### config.mk
export PLATFORM = sky130hd
export DESIGN_NAME = power_of_two_choices_balancer_top
export DESIGN_NICKNAME = d
export VERILOG_FILES = /design/src/sv/p2c_pkg.sv /design/src/sv/p2c_ram.sv /design/src/sv/p2c_mod.sv /design/src/sv/power_of_two_choices_balancer_top.sv
export SDC_FILE = /design/constraint.sdc
export NUM_CORES = 1
export LEC_CHECK = 0
export BUFFER_PORTS_ARGS = -buffer_cell sky130_fd_sc_hd__buf_2
export CAP_MARGIN = 20
export CORE_MARGIN = 3
export CORE_UTILIZATION = 45
export DETAILED_ROUTE_END_ITERATION = 16
export PLACE_DENSITY_LB_ADDON = 0.2
export SLEW_MARGIN = 15
export SYNTH_ARGS = -nofsm -noshare
export SYNTH_HDL_FRONTEND = slang
export SYNTH_SLANG_ARGS = --single-unit
### constraint.sdc
create_clock -name i_clk -period 4.2 [get_ports i_clk]
set_input_delay 0.42 -clock i_clk [delete_from_list [all_inputs] [get_ports i_clk]]
set_output_delay 0.42 -clock i_clk [all_outputs]
set_load 0.03 [all_outputs]
### src/sv/p2c_pkg.sv
// ----------------------------------------------------------------------------
// p2c_pkg
// sizes, field layout, codes and shared types of the two-choice balancer
// ----------------------------------------------------------------------------
package p2c_pkg;

    // table geometry
    localparam int NUM_BACKENDS = 16;
    localparam int COUNT_WIDTH  = 16;
    localparam int SLOT_W       = $clog2(NUM_BACKENDS);
    localparam int CNT_W        = $clog2(NUM_BACKENDS + 1);

    // request field widths
    localparam int IDX_FIELD_W  = 4;
    localparam int CONN_FIELD_W = 16;
    localparam int RAND_W       = 16;
    localparam int STEP_W       = $clog2(RAND_W);

    // request tdata layout
    localparam int I_IDX_LSB    = 0;
    localparam int I_HLTH_BIT   = I_IDX_LSB + IDX_FIELD_W;
    localparam int I_CONN_LSB   = I_HLTH_BIT + 1;
    localparam int I_RND1_LSB   = I_CONN_LSB + CONN_FIELD_W;
    localparam int I_RND2_LSB   = I_RND1_LSB + RAND_W;
    localparam int I_USED_W     = I_RND2_LSB + RAND_W;
    localparam int S_TDATA_W    = ((I_USED_W + 7) / 8) * 8;

    // result tdata layout
    localparam int OUT_SLOT_W   = 4;
    localparam int O_FOUND_BIT  = 0;
    localparam int O_CHOSEN_LSB = 1;
    localparam int O_FIRST_LSB  = O_CHOSEN_LSB + OUT_SLOT_W;
    localparam int O_SECOND_LSB = O_FIRST_LSB + OUT_SLOT_W;
    localparam int O_FALLBK_BIT = O_SECOND_LSB + OUT_SLOT_W;
    localparam int O_USED_W     = O_FALLBK_BIT + 1;
    localparam int M_TDATA_W    = ((O_USED_W + 7) / 8) * 8;
    localparam int M_PAD_W      = M_TDATA_W - O_USED_W;

    // request kinds carried in tuser
    localparam logic OP_UPDATE = 1'b0;
    localparam logic OP_CHOOSE = 1'b1;

    // remainder unit request and response
    typedef struct packed {
        logic              start;
        logic [RAND_W-1:0] dividend;
        logic [CNT_W-1:0]  divisor;
    } t_mod_req;

    typedef struct packed {
        logic             done;
        logic [CNT_W-1:0] rem;
    } t_mod_rsp;

endpackage

### src/sv/p2c_ram.sv
// ----------------------------------------------------------------------------
// p2c_ram
// generic single-write, single-read memory with registered read data
// ----------------------------------------------------------------------------
module p2c_ram #(
    parameter int WIDTH = 16,
    parameter int DEPTH = 16
) (
    input  logic                     i_clk,
    input  logic                     i_we,
    input  logic [$clog2(DEPTH)-1:0] i_waddr,
    input  logic [WIDTH-1:0]         i_wdata,
    input  logic [$clog2(DEPTH)-1:0] i_raddr,
    output logic [WIDTH-1:0]         o_rdata
);

    logic [WIDTH-1:0] r_mem [DEPTH];
    logic [WIDTH-1:0] r_rdata;

    // write port and registered read port
    always_ff @(posedge i_clk) begin
        if (i_we) begin
            r_mem[i_waddr] <= i_wdata;
        end
        r_rdata <= r_mem[i_raddr];
    end

    assign o_rdata = r_rdata;

endmodule

### src/sv/p2c_mod.sv
// ----------------------------------------------------------------------------
// p2c_mod
// bit-serial restoring remainder unit, one dividend bit per cycle
// ----------------------------------------------------------------------------
module p2c_mod (
    input  logic              i_clk,
    input  logic              i_rst_n,
    input  p2c_pkg::t_mod_req i_req,
    output p2c_pkg::t_mod_rsp o_rsp
);

    import p2c_pkg::*;

    localparam logic [STEP_W-1:0] STEP_LAST = STEP_W'(RAND_W - 1);

    logic              r_busy;
    logic              r_done;
    logic [STEP_W-1:0] r_step;
    logic [RAND_W-1:0] r_dvd;
    logic [CNT_W-1:0]  r_div;
    logic [CNT_W-1:0]  r_rem;

    logic [CNT_W:0]    trial;
    logic [CNT_W-1:0]  n_rem;

    // one trial subtraction per cycle
    always_comb begin
        trial = {r_rem, r_dvd[RAND_W-1]};
        if (trial >= {1'b0, r_div}) begin
            n_rem = CNT_W'(trial - {1'b0, r_div});
        end else begin
            n_rem = CNT_W'(trial);
        end
    end

    // control: busy flag and one-cycle done pulse
    always_ff @(posedge i_clk) begin
        if (!i_rst_n) begin
            r_busy <= 1'b0;
            r_done <= 1'b0;
        end else begin
            r_done <= 1'b0;
            if (i_req.start) begin
                r_busy <= 1'b1;
            end else if (r_busy && (r_step == '0)) begin
                r_busy <= 1'b0;
                r_done <= 1'b1;
            end
        end
    end

    // datapath
    always_ff @(posedge i_clk) begin
        if (i_req.start) begin
            r_dvd  <= i_req.dividend;
            r_div  <= i_req.divisor;
            r_rem  <= '0;
            r_step <= STEP_LAST;
        end else if (r_busy) begin
            r_rem  <= n_rem;
            r_dvd  <= {r_dvd[RAND_W-2:0], 1'b0};
            r_step <= r_step - 1'b1;
        end
    end

    assign o_rsp.done = r_done;
    assign o_rsp.rem  = r_rem;

endmodule

### src/sv/power_of_two_choices_balancer_top.sv
// ----------------------------------------------------------------------------
// power_of_two_choices_balancer_top
// backend table with two-random-choice least-connections selection
// ----------------------------------------------------------------------------
// Requests arrive on the s_axis channel. tuser selects the kind: an update
// writes one slot's healthy mark and connection count and gives no result; a
// choose request gives one result on the m_axis channel.
// An update leaves s_axis_tready high for the next request.
// A choose request walks the healthy marks once to count them, runs two
// remainders through the shared bit-serial unit, walks the marks again to
// find both candidates and reads both counts from the table memory. With
// no healthy slot it goes straight to the result; with one it skips the
// remainders and the count reads. s_axis_tready is low for the whole
// choose request. Results sit in an output register; while the receiver
// stalls, the block still takes requests, but a finished choice waits
// until the register frees, and s_axis_tready stays low meanwhile.
// Reset marks every slot unhealthy and empties the output register.
// ----------------------------------------------------------------------------
module power_of_two_choices_balancer_top (
    input  logic                            i_clk,
    input  logic                            i_rst_n,
    input  logic                            s_axis_tvalid,
    output logic                            s_axis_tready,
    // entry_index, entry_healthy, entry_connections, rand_first, rand_second
    input  logic [p2c_pkg::S_TDATA_W-1:0]   s_axis_tdata,
    // op
    input  logic                            s_axis_tuser,
    output logic                            m_axis_tvalid,
    input  logic                            m_axis_tready,
    // found, chosen, first_pick, second_pick, single_fallback
    output logic [p2c_pkg::M_TDATA_W-1:0]   m_axis_tdata
);

    import p2c_pkg::*;

    // sequencer states
    localparam logic [3:0] S_IDLE      = 4'd0;
    localparam logic [3:0] S_COUNT     = 4'd1;
    localparam logic [3:0] S_MOD1_GO   = 4'd2;
    localparam logic [3:0] S_MOD1_WAIT = 4'd3;
    localparam logic [3:0] S_MOD2_GO   = 4'd4;
    localparam logic [3:0] S_MOD2_WAIT = 4'd5;
    localparam logic [3:0] S_SCAN      = 4'd6;
    localparam logic [3:0] S_RDA       = 4'd7;
    localparam logic [3:0] S_RDB       = 4'd8;
    localparam logic [3:0] S_CMP       = 4'd9;
    localparam logic [3:0] S_DONE      = 4'd10;

    localparam logic [SLOT_W-1:0] LAST_SLOT = SLOT_W'(NUM_BACKENDS - 1);

    // control registers
    logic [3:0]              r_state, n_state;
    logic [NUM_BACKENDS-1:0] r_healthy, n_healthy;
    logic                    r_out_valid, n_out_valid;

    // working registers
    logic [SLOT_W-1:0]       r_idx, n_idx;
    logic [CNT_W-1:0]        r_n, n_n;
    logic [CNT_W-1:0]        r_seen, n_seen;
    logic [CNT_W-1:0]        r_k1, n_k1;
    logic [CNT_W-1:0]        r_k2, n_k2;
    logic [SLOT_W-1:0]       r_a, n_a;
    logic [SLOT_W-1:0]       r_b, n_b;
    logic [RAND_W-1:0]       r_rand1, n_rand1;
    logic [RAND_W-1:0]       r_rand2, n_rand2;
    logic                    r_fallback, n_fallback;
    logic                    r_found, n_found;
    logic [SLOT_W-1:0]       r_chosen, n_chosen;
    logic [COUNT_WIDTH-1:0]  r_cnt_a, n_cnt_a;
    logic [M_TDATA_W-1:0]    r_out_data, n_out_data;

    // request fields
    logic [IDX_FIELD_W-1:0]  in_idx;
    logic                    in_healthy;
    logic [CONN_FIELD_W-1:0] in_conn;
    logic                    in_accept;
    logic                    idx_ok;
    logic [SLOT_W-1:0]       wr_slot;

    // table memory and remainder unit
    logic                    ram_we;
    logic [SLOT_W-1:0]       ram_raddr;
    logic [COUNT_WIDTH-1:0]  ram_rdata;
    t_mod_req                mod_req;
    t_mod_rsp                mod_rsp;

    logic [CNT_W-1:0]        rem2;
    logic                    out_load;

    assign in_idx     = s_axis_tdata[I_IDX_LSB +: IDX_FIELD_W];
    assign in_healthy = s_axis_tdata[I_HLTH_BIT];
    assign in_conn    = s_axis_tdata[I_CONN_LSB +: CONN_FIELD_W];
    assign in_accept  = s_axis_tvalid && s_axis_tready;
    assign idx_ok     = int'(in_idx) < NUM_BACKENDS;
    assign wr_slot    = SLOT_W'(in_idx);
    assign ram_we     = in_accept && (s_axis_tuser == OP_UPDATE) && idx_ok;
    assign ram_raddr  = (r_state == S_RDA) ? r_a : r_b;

    // remainder requests: first pick over n, second over n - 1
    assign mod_req.start    = (r_state == S_MOD1_GO) || (r_state == S_MOD2_GO);
    assign mod_req.dividend = (r_state == S_MOD1_GO) ? r_rand1 : r_rand2;
    assign mod_req.divisor  = (r_state == S_MOD1_GO) ? r_n : (r_n - 1'b1);

    assign rem2     = mod_rsp.rem;
    assign out_load = (r_state == S_DONE) && (!r_out_valid || m_axis_tready);

    // sequencer
    always_comb begin
        n_state    = r_state;
        n_healthy  = r_healthy;
        n_idx      = r_idx;
        n_n        = r_n;
        n_seen     = r_seen;
        n_k1       = r_k1;
        n_k2       = r_k2;
        n_a        = r_a;
        n_b        = r_b;
        n_rand1    = r_rand1;
        n_rand2    = r_rand2;
        n_fallback = r_fallback;
        n_found    = r_found;
        n_chosen   = r_chosen;
        n_cnt_a    = r_cnt_a;
        n_out_data = r_out_data;

        unique case (r_state)
            S_IDLE: begin
                if (in_accept) begin
                    if (s_axis_tuser == OP_UPDATE) begin
                        if (idx_ok) begin
                            n_healthy[wr_slot] = in_healthy;
                        end
                    end else begin
                        n_rand1 = s_axis_tdata[I_RND1_LSB +: RAND_W];
                        n_rand2 = s_axis_tdata[I_RND2_LSB +: RAND_W];
                        n_idx   = '0;
                        n_n     = '0;
                        n_state = S_COUNT;
                    end
                end
            end
            // count healthy slots one per cycle
            S_COUNT: begin
                n_n = r_n + CNT_W'(r_healthy[r_idx]);
                if (r_idx == LAST_SLOT) begin
                    n_idx      = '0;
                    n_seen     = '0;
                    n_fallback = 1'b0;
                    n_found    = 1'b1;
                    if (n_n == '0) begin
                        n_found  = 1'b0;
                        n_chosen = '0;
                        n_a      = '0;
                        n_b      = '0;
                        n_state  = S_DONE;
                    end else if (n_n == CNT_W'(1)) begin
                        n_fallback = 1'b1;
                        n_k1       = '0;
                        n_k2       = '0;
                        n_state    = S_SCAN;
                    end else begin
                        n_state = S_MOD1_GO;
                    end
                end else begin
                    n_idx = r_idx + 1'b1;
                end
            end
            S_MOD1_GO: begin
                n_state = S_MOD1_WAIT;
            end
            S_MOD1_WAIT: begin
                if (mod_rsp.done) begin
                    n_k1    = mod_rsp.rem;
                    n_state = S_MOD2_GO;
                end
            end
            S_MOD2_GO: begin
                n_state = S_MOD2_WAIT;
            end
            // second pick steps past the first
            S_MOD2_WAIT: begin
                if (mod_rsp.done) begin
                    n_k2    = (rem2 >= r_k1) ? (rem2 + 1'b1) : rem2;
                    n_state = S_SCAN;
                end
            end
            // locate both candidates by healthy rank
            S_SCAN: begin
                if (r_healthy[r_idx]) begin
                    if (r_seen == r_k1) begin
                        n_a = r_idx;
                    end
                    if (r_seen == r_k2) begin
                        n_b = r_idx;
                    end
                    n_seen = r_seen + 1'b1;
                end
                if (r_idx == LAST_SLOT) begin
                    if (r_fallback) begin
                        n_chosen = n_a;
                        n_state  = S_DONE;
                    end else begin
                        n_state = S_RDA;
                    end
                end else begin
                    n_idx = r_idx + 1'b1;
                end
            end
            S_RDA: begin
                n_state = S_RDB;
            end
            S_RDB: begin
                n_cnt_a = ram_rdata;
                n_state = S_CMP;
            end
            // fewer connections wins, first pick on a tie
            S_CMP: begin
                n_chosen = (r_cnt_a <= ram_rdata) ? r_a : r_b;
                n_state  = S_DONE;
            end
            S_DONE: begin
                if (out_load) begin
                    n_out_data = {M_PAD_W'(0), r_fallback, OUT_SLOT_W'(r_b),
                                  OUT_SLOT_W'(r_a), OUT_SLOT_W'(r_chosen), r_found};
                    n_state    = S_IDLE;
                end
            end
            default: begin
                n_state = S_IDLE;
            end
        endcase
    end

    // output register
    assign n_out_valid = out_load || (r_out_valid && !m_axis_tready);

    always_ff @(posedge i_clk) begin
        if (!i_rst_n) begin
            r_state     <= S_IDLE;
            r_healthy   <= '0;
            r_out_valid <= 1'b0;
        end else begin
            r_state     <= n_state;
            r_healthy   <= n_healthy;
            r_out_valid <= n_out_valid;
        end
    end

    always_ff @(posedge i_clk) begin
        r_idx      <= n_idx;
        r_n        <= n_n;
        r_seen     <= n_seen;
        r_k1       <= n_k1;
        r_k2       <= n_k2;
        r_a        <= n_a;
        r_b        <= n_b;
        r_rand1    <= n_rand1;
        r_rand2    <= n_rand2;
        r_fallback <= n_fallback;
        r_found    <= n_found;
        r_chosen   <= n_chosen;
        r_cnt_a    <= n_cnt_a;
        r_out_data <= n_out_data;
    end

    // connection counts; a slot is read only after it has been written healthy
    p2c_ram #(
        .WIDTH (COUNT_WIDTH),
        .DEPTH (NUM_BACKENDS)
    ) u_count_ram (
        .i_clk   (i_clk),
        .i_we    (ram_we),
        .i_waddr (wr_slot),
        .i_wdata (COUNT_WIDTH'(in_conn)),
        .i_raddr (ram_raddr),
        .o_rdata (ram_rdata)
    );

    p2c_mod u_mod (
        .i_clk   (i_clk),
        .i_rst_n (i_rst_n),
        .i_req   (mod_req),
        .o_rsp   (mod_rsp)
    );

    assign s_axis_tready = (r_state == S_IDLE);
    assign m_axis_tvalid = r_out_valid;
    assign m_axis_tdata  = r_out_data;

endmodule

### Word-level counts from Yosys, hierarchy flattened

Memories as Yosys holds them, arrays and structs flattened. A register that Yosys moved wholly into a read port is not among the register bits.
Cells that the tools add are included.

* latch bits: 0
* bits of input ports: 61
* flip-flop bits (word level): 153
* memories: 1
* memory bits (read-only): 0
* word-level logic and storage cells: 163
* bits in writable memories: 256
* output and inout bits: 18

* multiply operators: 0
* shift operators: 0
* order comparisons: 6
* divide/modulo/power cells: 0
* bitwise logic cells: 2
* eq/ne operators: 28
* reductions and logical operators: 36
* muxes and demuxes: 60
* add/sub/neg operators: 7

Memories
* u_count_ram.r_mem: depth 16, bits a word 16, rd ports 1, clocked after memory_dff 1, wr ports 1, line p2c_ram.sv:17 `logic [WIDTH-1:0] r_mem [DEPTH];`

Operators by type and width (count)
* $mux W4: 23
* $mux W5: 12
* $mux W16: 3
* $pmux W4 S11: 1
* $pmux W5 S2: 4
* $pmux W4 S3: 2
* $ne A2 B2 Y1 const B: 10
* $reduce_and A5 Y1: 4
* $bwmux W16: 1
* $eq A4 B3 Y1 const B: 4
* $eq A4 B4 Y1 const B: 4
* $le A16 B16 Y1: 1
* $pmux W4 S2: 2
* $reduce_and A3 Y1: 5
* $reduce_bool A2 Y1: 6
* $add A5 B1 Y5 const B: 2
* $eq A5 B5 Y1: 2
* $lt A4 B5 Y1 const B: 2
* $mux W1: 9
* $eq A4 B2 Y1 const B: 2
* $logic_not A4 Y1: 2
* $ne A2 B1 Y1 const B: 4
* $reduce_and A7 Y1: 1
* $ge A6 B5 Y1: 1
* 21 further kinds: 32

### Logic depth before layout (Yosys ltp)

Gate-level depths: netlist of the first run.

* depth in word-level cells: 8
* depth in mapped cells: 11
* depth with buffers taken out: 10

### Cells and area by module

A second synthesis of the first run with hierarchy kept.

* cell total of the unflattened synthesis: 1082
* area, all modules: 17594.4 um^2

Modules (own cells, without submodules)
* p2c_ram: times used 1, area each 10042.1 um^2, cells an instance 432, sequential area each 8007.7 um^2
* power_of_two_choices_balancer_top: times used 1, area each 6028.3 um^2, cells an instance 530, sequential area each 3423.3 um^2
* p2c_mod: times used 1, area each 1524.0 um^2, cells an instance 120, sequential area each 850.8 um^2

### Worst setup path before layout of the first run

No wires, ideal clock.

* path type: register to register
* start: register r_idx[0]
* end: register r_k2[0], enable pin
* required time: 3.826 ns
* period minus slack after synthesis: 3.588 ns
* slack: 0.612 ns
* cell stages (with the launch flop): 12
* path buffers: 1
* arrival time: 3.215 ns
* setup time: 0.374 ns
* path through: edfxtp_1 -> buf_2 -> mux4_2 -> mux2i_1 -> mux2i_1 -> ha_1 -> ha_1 -> or4_1 -> a21o_1 -> nor4_1 -> a21oi_1 -> nor3_1

* cells in the longest elaborated chain, start to end: 6
* elaborated cells on any way between the ends: 10
* those cells by class: 1 x add/sub; 5 x eq/ne; 2 x mux; 2 x reduce/logical

Ends and longest elaborated chain
* start, declared: line power_of_two_choices_balancer_top.sv:57 `logic [SLOT_W-1:0] r_idx, n_idx;`
* start signal, assigned: line power_of_two_choices_balancer_top.sv:250 `r_idx <= n_idx;`
* $bmux W1 S4: line power_of_two_choices_balancer_top.sv:144 `n_n = r_n + CNT_W'(r_healthy[r_idx]);`
* $mux W1 (implied by the code): line power_of_two_choices_balancer_top.sv:144
* $add A5 B1 Y5: line power_of_two_choices_balancer_top.sv:144
* $eq A5 B1 Y1 or $logic_not A5 Y1 (tied branches): line power_of_two_choices_balancer_top.sv:156, power_of_two_choices_balancer_top.sv:150
* $ne A2 B2 Y1 (no line)
* $reduce_and A5 Y1 (no line) *
* end signal, assigned: line power_of_two_choices_balancer_top.sv:254 `r_k2 <= n_k2;`
* end, declared: line power_of_two_choices_balancer_top.sv:61 `logic [CNT_W-1:0] r_k2, n_k2;`

Every way passes the cells marked *; elsewhere a longest branch is shown, timed or not. The select of a mux whose other input is x is not followed.
A chain may end at the register's enable or synchronous reset.

### Final worst setup path of the first run

* start: register r_idx[0]
* end: register r_a[3], enable pin

* cells in the longest elaborated chain, start to end: 6
* elaborated cells on any way between the ends: 8
* those cells by class: 1 x add/sub; 3 x eq/ne; 2 x mux; 2 x reduce/logical

Ends and longest elaborated chain
* $bmux W1 S4: line power_of_two_choices_balancer_top.sv:144
* $mux W1 (implied by the code): line power_of_two_choices_balancer_top.sv:144
* $add A5 B1 Y5: line power_of_two_choices_balancer_top.sv:144
* $logic_not A5 Y1: line power_of_two_choices_balancer_top.sv:150 `if (n_n == '0) begin`
* $ne A2 B2 Y1 (no line)
* $reduce_and A3 Y1 (no line) *
* end signal, assigned: line power_of_two_choices_balancer_top.sv:255 `r_a <= n_a;`
* end, declared: line power_of_two_choices_balancer_top.sv:62 `logic [SLOT_W-1:0] r_a, n_a;`

Marks and branches as above.

==> out/qor.txt, run 1 <==
status - finished, final reports clean
RSZ-0062 raised after global routing - no
Reg2Reg Setup Slack - 0.32 ns
syn_area_per_cell - 14.5 um^2
critical path's slowest cell - mux4_2
final core utilization - 52.7%
most common cell after layout, fill and taps aside - edfxtp_1
clock skew - 0.0107 ns
detailed-route wire length per cell - 20.0 um
chip width - 203 um
row cnt - 71
TritonCTS buffer count - 44
Synth Warn # - 0
sequential fraction of the synthesis area - 70.1%
# clock sinks - 425
setup_tns - 0 ns
clock transition at the registers of the reported paths - 0.06 ns
Primary FF master, synth - edfxtp_1
Min Hold Slack - 0.0417 ns
Total Power - 10.2 mW
vias in the first global route - 10052
Post-Route WL - 37400 um
P per Cell Area - 508 nW/um^2
Die ar. - 41400 um^2
largest net degree at the start of global routing - 61
Core Region - 38000 um^2
Int Pwr - 7.64 mW
Req. time, crit path - 4.38 ns
WP buf/inv - 0
Hold Vio Cnt, Final - 0
CTS Buffer Depth - 3
via/cell ratio - 5.41
worst vdd ir - 0.372 mV
sequential power share - 51.3%
Min Clock Period, post-route - 3.88 ns
post-route ant nets - 0
Max Fanout on Critical Path - 7
max cap viols - 0
Clock Latency Late Sink - 0.55 ns
DRC - 0
P_sw - 2.54 mW
root buf cell - clkbuf_16
count of final setup violators - 0
CP dominant cell by count - ha_1
layout cells sized above 1 - 18.0%
most frequent cells in the layout - edfxtp_1 (377), nand2_1 (143), buf_2 (73)
critical path arrival - 4.06 ns
TritonCTS clock tree - done
Worst-Margin Slew - 0.792 ns
register bit count reported by yosys - 425
initial antenna violation count - 2
Comb power frac - 12.6%
Top delay family on crit path - multiplexers
max incr delay on CP - 0.56 ns
Synth async-reset ratio - 0%
CP Launch Type - flip-flop
first-pass GRT wire length - 57800 um
final period utilization - 92.4%
Detailed Route Iter0 Violations - 670
CP cell instances - mux4_2 > mux2i_1 > mux2i_2 > ha_1 > ha_1 > or4_1 > a211o_1 > o21ai_0
first-pass iteration count of the detailed router - 5
I/O pin total - 79
nets - 1412
WS Path Type - flip-flop to flip-flop
Synth Cell Area - 17500 um^2
CTS H-tree depth - 2
CP Capture Type - flip-flop
synth unique cells - 62
EDFF count, synth - 377
Max Freq - 0.258 GHz
Syn Inst Count - 1211
Initial Util - 46.1%
grt total ovfl - 0
Worst slew margin - 47.2%
Die H - 203 um
HP Class - primary input to flip-flop
DP Wirelength - 23900 um
Lkg Pwr - 7.15 nW
switching portion of total power - 25.0%
GR Util All Layers - 18.2%
area delta synth->final - 14.3%
via count - 10088
routability congestion estimate from global placement - 0.809
# port buffers - 73
part of the power in the clock network - 36.1%
Slew Limit Fails - 0
[cells by family after synthesis]
| kind of cell | synth area share [%] |
|---|---|
| xor gates and xnor gates | 1.45 |
| other | 0.0214 |
| adders and majority gates | 2.54 |
| muxes | 7.72 |
| buffers and inverters | 2.44 |
| AOI/OAI and AO/OA | 6.03 |
| and+or+nand+nor | 9.72 |
| DFF | 70.1 |
[cells in the mapped netlist (11+ instances only)]
library cell / n / share of area, %
inv_1: 42 / 0.90
xnor2_1: 17 / 0.85
nand3_1: 48 / 1.4
nor2_1: 73 / 1.6
xor2_1: 12 / 0.60
ha_1: 34 / 2.4
nand2b_1: 12 / 0.43
a31oi_1: 21 / 0.75
nand4_1: 12 / 0.43
edfxtp_1: 377 / 65
nor3_1: 18 / 0.51
a21boi_0: 11 / 0.47
dfxtp_1: 48 / 5.5
o21ai_0: 38 / 1.1
a22oi_1: 23 / 0.99
and2_1: 12 / 0.43
clkbuf_1: 29 / 0.62
mux4_2: 30 / 3.9
a21oi_1: 33 / 0.94
mux2i_1: 61 / 3.5
nand2_1: 143 / 3.1
[final timing paths]
kind / start / to / depth (start not counted)
setup / recovery: r_idx[0]$_SDFFCE_PP0P_ / r_a[3]$_SDFFCE_PN0P_ / 8
setup reg to reg: r_idx[0]$_SDFFCE_PP0P_ / r_a[3]$_SDFFCE_PN0P_ / 8
hold reg to reg: r_chosen[2]$_SDFFCE_PN0P_ / m_axis_tdata[3]$_DFFE_PP_ / 0
hold / removal: s_axis_tdata[32] / r_rand1[11]$_DFFE_PP_ / 1
[per-stage QoR]
stage	worst slack, ns	instances	instance area [um^2]
global placement	0.332	1776	18600
finish	0.320	1864	20000
CTS	0.252	1857	20000
global route	0.0614	1862	20000
floorplan	0.612	1212	17500
detailed placement	0.267	1777	18600
[power by group through the flow]
| stage | clock [mW] | combinational [mW] | sequential (mW) |
|---|---|---|---|
| final | 3.68 | 1.28 | 5.22 |
| after global routing | 3.94 | 1.46 | 5.26 |
| after CTS | 3.78 | 1.26 | 5.22 |
| after detailed placement | 0 | 1.26 | 5.31 |
| after global placement | 0 | 1.23 | 5.30 |
| after floorplan | 0 | 1.01 | 5.18 |
[layer usage]
layer | track usage [%] | vias up | part of all wire (%)
met5 | 0 | - | 0
met4 | 6.39 | 0 | 2.9
met3 | 3.11 | 62 | 5.6
met2 | 29.0 | 270 | 47
met1 | 25.6 | 4983 | 44
li1 | - | 4773 | -
[state kept, by name, summed over array words and instances (netlist names), 14 cells and up]
signal and cells:
u_count_ram.r_mem 256, r_cnt_a 16, r_healthy 16, r_rand1 16, r_rand2 16, u_count_ram.o_rdata 16
u_mod.r_dvd 16, m_axis_tdata 14
[cell type report]
cell class / instances / area, um^2
antenna: 3 / 7.51
clock buffer: 57 / 1200
inverter: 42 / 158
sequential: 425 / 12300
fill: 3228 / 18000
tap: 511 / 639
timing repair buffer: 110 / 692
multi-input combinational: 693 / 4900
clock inverter: 23 / 161
[what timing repair did]
item | CTS | global route
gates resized for setup | 0 | 1
setup buffers | 0 | 1
hold endpoints to repair | 0 | 0
setup endpoints to repair | 0 | 8
hold buffers | 0 | 0
Note: power is estimated with default switching activity, not from simulation.
==> run 2, diff against run 1 <==
REMOVE_ABC_BUFFERS = 1   (was default)
==> out/qor.txt, run 2 (same netlist as run 1, synthesis figures left out) <==
vias in the first global route - 9990
Worst-Margin Slew - 0.808 ns
post-cts resize count - 0
detailed-route wire length per cell - 20.6 um
Max Fanout on Critical Path - 8
part of the power in the clock network - 36.1%
CTS Buffer Depth - 3
critical path arrival - 4.08 ns
GR Util All Layers - 18.9%
hold_buf cts - 0
initial antenna violation count - 5
Lkg Pwr - 7.16 nW
final period utilization - 92.3%
clock skew - 0.0160 ns
most frequent cells in the layout - edfxtp_1 (377), nand2_1 (143), buf_2 (73)
Int Pwr - 7.63 mW
Detailed Route Iter0 Violations - 716
final core utilization - 52.7%
P per Cell Area - 507 nW/um^2
setup_tns - 0 ns
Met2 Wirelength - 17700 um
routability congestion estimate from global placement - 0.785
TritonCTS clock tree - done
# clock sinks - 425
post-route ant nets - 0
layout cells sized above 1 - 17.4%
Worst slew margin - 46.2%
routed length on met3 - 1900 um
switching portion of total power - 24.8%
max cap viols - 0
CTS H-tree depth - 2
dpl cells - 1787
Max Freq - 0.258 GHz
# port buffers - 73
CP Launch Type - flip-flop
Worst R2R Path Depth - 8
Reg with most FFs - u_count_ram.r_mem
via count - 10085
Hold Vio Cnt, Final - 0
Clock Latency Late Sink - 0.56 ns
DP Wirelength - 24600 um
via/cell ratio - 5.39
chip width - 203 um
root buf cell - clkbuf_16
sequential power share - 51.6%
Post-CTS Setup Bufs - 0
non-filler cells, final - 1870
I/O pin total - 79
row cnt - 71
TritonCTS buffer count - 44
worst vdd ir - 0.346 mV
clock transition at the registers of the reported paths - 0.06 ns
nets - 1418
WS Path Type - flip-flop to flip-flop
Die H - 203 um
WL met1 - 17900 um
top layer in use - met5
CP Capture Type - flip-flop
grt total ovfl - 0
area delta synth->final - 14.3%
RSZ-0062 raised after global routing - no
Largest register FFs - 256
first-pass iteration count of the detailed router - 5
Post-Route WL - 38500 um
Req. time, crit path - 4.40 ns
fillers - 3245
Die ar. - 41400 um^2
most common cell after layout, fill and taps aside - edfxtp_1
count of final setup violators - 0
hold depth - 1
Core Region - 38000 um^2
Comb power frac - 12.3%
HP Class - primary input to flip-flop
DRC - 0
Min Clock Period, post-route - 3.88 ns
Slew Limit Fails - 0
largest net degree at the start of global routing - 61
Initial Util - 46.1%
first-pass GRT wire length - 59400 um
P_sw - 2.52 mW
status - finished, final reports clean
-- run 2: changes by cell type in the layout (fill, tap and decap cells not counted), sizes merged --
cell and change:
buf +6, clkbuf +10, clkinv -8, clkinvlp -2
-- run 2: per-layer routing --
layer  vias up  global-route usage (%)
li1       4792                       -
met1      4992                    27.6
met2       230                    28.9
met3        67                    3.32
met4         4                    6.37
met5         -                       0
-- run 2: power by group through the flow --
stage	sequential [mW]	clock [mW]	combinational [mW]
4_1_cts	5.23	3.75	1.27
3_5_place_dp	5.32	0	1.25
5_1_grt	5.28	3.91	1.44
3_3_place_gp	5.31	0	1.24
6_report	5.23	3.66	1.25
2_1_floorplan	5.25	0	0.897
-- run 2: through the flow --
stage	power [mW]	cell area (um^2)	hold WS (ns)	setup slack [ns]
final	10.2	20000	0.0382	0.322
after CTS	10.3	20000	0.0122	0.293
after detailed placement	6.58	18700	0.408	0.304
after global placement	6.55	18700	0.403	0.361
after floorplan	6.15	17300	0.400	0.118
after global routing	10.6	20000	0.0161	0.0337
-- run 2: worst paths after layout --
| check | start | end | slack, ns |
|---|---|---|---|
| worst max-delay path | r_idx[0]$_SDFFCE_PP0P_ | r_a[0]$_SDFFCE_PN0P_ | 0.32 |
| worst min register to register | r_chosen[0]$_SDFFCE_PN0P_ | m_axis_tdata[1]$_DFFE_PP_ | 0.42 |
| worst max register to register | r_idx[0]$_SDFFCE_PP0P_ | r_a[0]$_SDFFCE_PN0P_ | 0.32 |
| worst min-delay path | s_axis_tdata[43] | r_rand2[6]$_DFFE_PP_ | 0.04 |
-- run 2: worst max-delay path: stages (launching register included) --
cell      delay [ns]
edfxtp_1        0.58
mux4_2          0.55
mux2i_1         0.22
mux2i_1         0.22
ha_1            0.28
ha_1            0.25
or4_1           0.56
a211o_1         0.38
o21ai_0         0.47
-- run 2: final cells by class --
| class | instances | area [um^2] | share of cell area, % |
|---|---|---|---|
| inverter | 42 | 158 | 0.787 |
| tap | 511 | 639 | 3.19 |
| sequential | 425 | 12300 | 61.3 |
| multi-input combinational | 693 | 4890 | 24.4 |
| timing repair buffer | 116 | 701 | 3.50 |
| clock inverter | 13 | 108 | 0.537 |
| antenna | 3 | 7.51 | 0.0375 |
| clock buffer | 67 | 1240 | 6.19 |
==> run 3, diff against run 2 <==
CTS_BUF_LIST = sky130_fd_sc_hd__clkbuf_16   (was default)
==> out/qor.txt, run 3 (same netlist as run 1, synthesis figures left out) <==
status - finished, final reports clean
Die ar. - 41400 um^2
Slew Limit Fails - 0
# clock sinks - 425
final period utilization - 92.7%
layout cells sized above 1 - 17.2%
Post-Route WL - 38500 um
Hold EP - r_rand2[6]$_DFFE_PP_
post-cts resize count - 0
max cap viols - 0
Clock Latency Late Sink - 0.56 ns
met3 usage - 3.32%
Int Pwr - 7.53 mW
RSZ-0062 raised after global routing - no
Detailed Route Iter0 Violations - 805
R2R Path End - r_chosen[2]$_SDFFCE_PN0P_
CP Launch Type - flip-flop
Sequential Area - 12300 um^2
Hold Vio Cnt, Final - 0
dpl cells - 1787
Lkg Pwr - 7.22 nW
fillers - 3254
TritonCTS buffer count - 44
# port buffers - 73
WS Path Type - flip-flop to flip-flop
GR Util met1 - 27.7%
hold depth - 1
Core Region - 38000 um^2
chip width - 203 um
Worst R2R Start - r_idx[0]$_SDFFCE_PP0P_
CTS Buffer Depth - 3
most frequent cells in the layout - edfxtp_1 (377), nand2_1 (143), buf_2 (73)
Largest register FFs - 256
non-filler cells, final - 1870
routability congestion estimate from global placement - 0.785
DP Worst Slack - 0.304 ns
Comb power frac - 12.5%
P_sw - 2.52 mW
via count - 10126
DRC - 0
root buf cell - clkbuf_16
Worst-Margin Slew - 0.804 ns
most used routing layer - met2
I/O pin total - 79
worst vdd ir - 0.345 mV
critical path arrival - 4.17 ns
nets - 1418
row cnt - 71
clock skew - 0.0168 ns
min-delay src - s_axis_tdata[43]
worst setup margin - 0.306 ns
hold_buf cts - 0
post-route ant nets - 0
Max Freq - 0.257 GHz
part of the power in the clock network - 35.5%
Post-CTS Setup Bufs - 0
Reg2Reg Setup Slack - 0.31 ns
final core utilization - 52.6%
initial antenna violation count - 5
Die H - 203 um
Req. time, crit path - 4.48 ns
first-pass iteration count of the detailed router - 5
first-pass GRT wire length - 59600 um
via/cell ratio - 5.41
DP Wirelength - 24600 um
grt total ovfl - 0
HP Class - primary input to flip-flop
Reg with most FFs - u_count_ram.r_mem
detailed-route wire length per cell - 20.6 um
area delta synth->final - 14.1%
switching portion of total power - 25.1%
CTS H-tree depth - 2
M2 GR Usage - 29.0%
TritonCTS clock tree - done
vias in the first global route - 10004
setup_tns - 0 ns
clock transition at the registers of the reported paths - 0.06 ns
sequential power share - 52.1%
GR Util All Layers - 18.9%
Initial Util - 46.1%
Min Clock Period, post-route - 3.89 ns
most common cell after layout, fill and taps aside - edfxtp_1
largest net degree at the start of global routing - 61
Max Fanout on Critical Path - 8
CP Capture Type - flip-flop
Worst R2R Path Depth - 11
count of final setup violators - 0
Total Power - 10.1 mW
Worst slew margin - 46.4%
P per Cell Area - 503 nW/um^2
Multi-input gate area - 4890 um^2
==> run 3: changes by cell type in the layout (fill, tap and decap cells not counted) <==
cell | previous run | this run
inv_1 | 42 | 61
clkbuf_8 | 3 | 0
clkbuf_1 | 19 | 0
clkinv_1 | 6 | 9
==> run 3: cell type report <==
type | instances | area share [%]
multi-input cells | 693 | 24.5
flip-flops and latches | 425 | 61.4
diodes | 3 | 0.0375
clock inverters | 35 | 0.951
clock buffers | 45 | 5.63
repair buffers | 116 | 3.50
inverters | 42 | 0.788
well taps | 511 | 3.20
==> run 3: how the worst max path moves through the flow <==
stage,start,to,slack (ns),depth (start not counted)
2_1_floorplan,r_state[2]$_SDFFE_PN0P_,u_count_ram.o_rdata[0]$_DFF_P_,0.12,5
3_3_place_gp,r_idx[0]$_SDFFCE_PP0P_,r_chosen[0]$_SDFFCE_PN0P_,0.36,11
3_5_place_dp,r_idx[0]$_SDFFCE_PP0P_,r_a[0]$_SDFFCE_PN0P_,0.30,8
4_1_cts,r_idx[0]$_SDFFCE_PP0P_,r_a[0]$_SDFFCE_PN0P_,0.29,8
5_1_grt,r_idx[0]$_SDFFCE_PP0P_,r_a[0]$_SDFFCE_PN0P_,0.03,8
6_report,r_idx[0]$_SDFFCE_PP0P_,r_chosen[2]$_SDFFCE_PN0P_,0.31,11
==> run 3: critical path, stage by stage, from the launching register on <==
cell and delay (ns):
edfxtp_1 0.59, mux4_2 0.57, mux2i_1 0.20, mux2i_1 0.22, ha_1 0.28, ha_1 0.25, or4_1 0.56, a211o_1 0.38
nor2_1 0.14, a21oi_1 0.05, o21ai_0 0.19, buf_4 0.17
==> run 3: power groups by stage <==
| stage | combinational, mW | sequential [mW] | clock, mW |
|---|---|---|---|
| after CTS | 1.27 | 5.23 | 3.65 |
| after floorplan | 0.897 | 5.25 | 0 |
| after detailed placement | 1.25 | 5.32 | 0 |
| final | 1.25 | 5.24 | 3.56 |
| after global routing | 1.44 | 5.28 | 3.81 |
| after global placement | 1.24 | 5.31 | 0 |
==> run 3: per-layer routing <==
metal / routed length, um / vias up
met5: 22 / -
met4: 1000 / 4
met3: 2020 / 66
met2: 17700 / 244
met1: 17800 / 5014
li1: - / 4798
==> run 3: through the flow <==
stage / hold WS (ns) / area (um^2)
final: 0.0376 / 20000
after global routing: 0.0159 / 20000
after CTS: 0.0120 / 20000
after detailed placement: 0.408 / 18700
after global placement: 0.403 / 18700
after floorplan: 0.400 / 17300
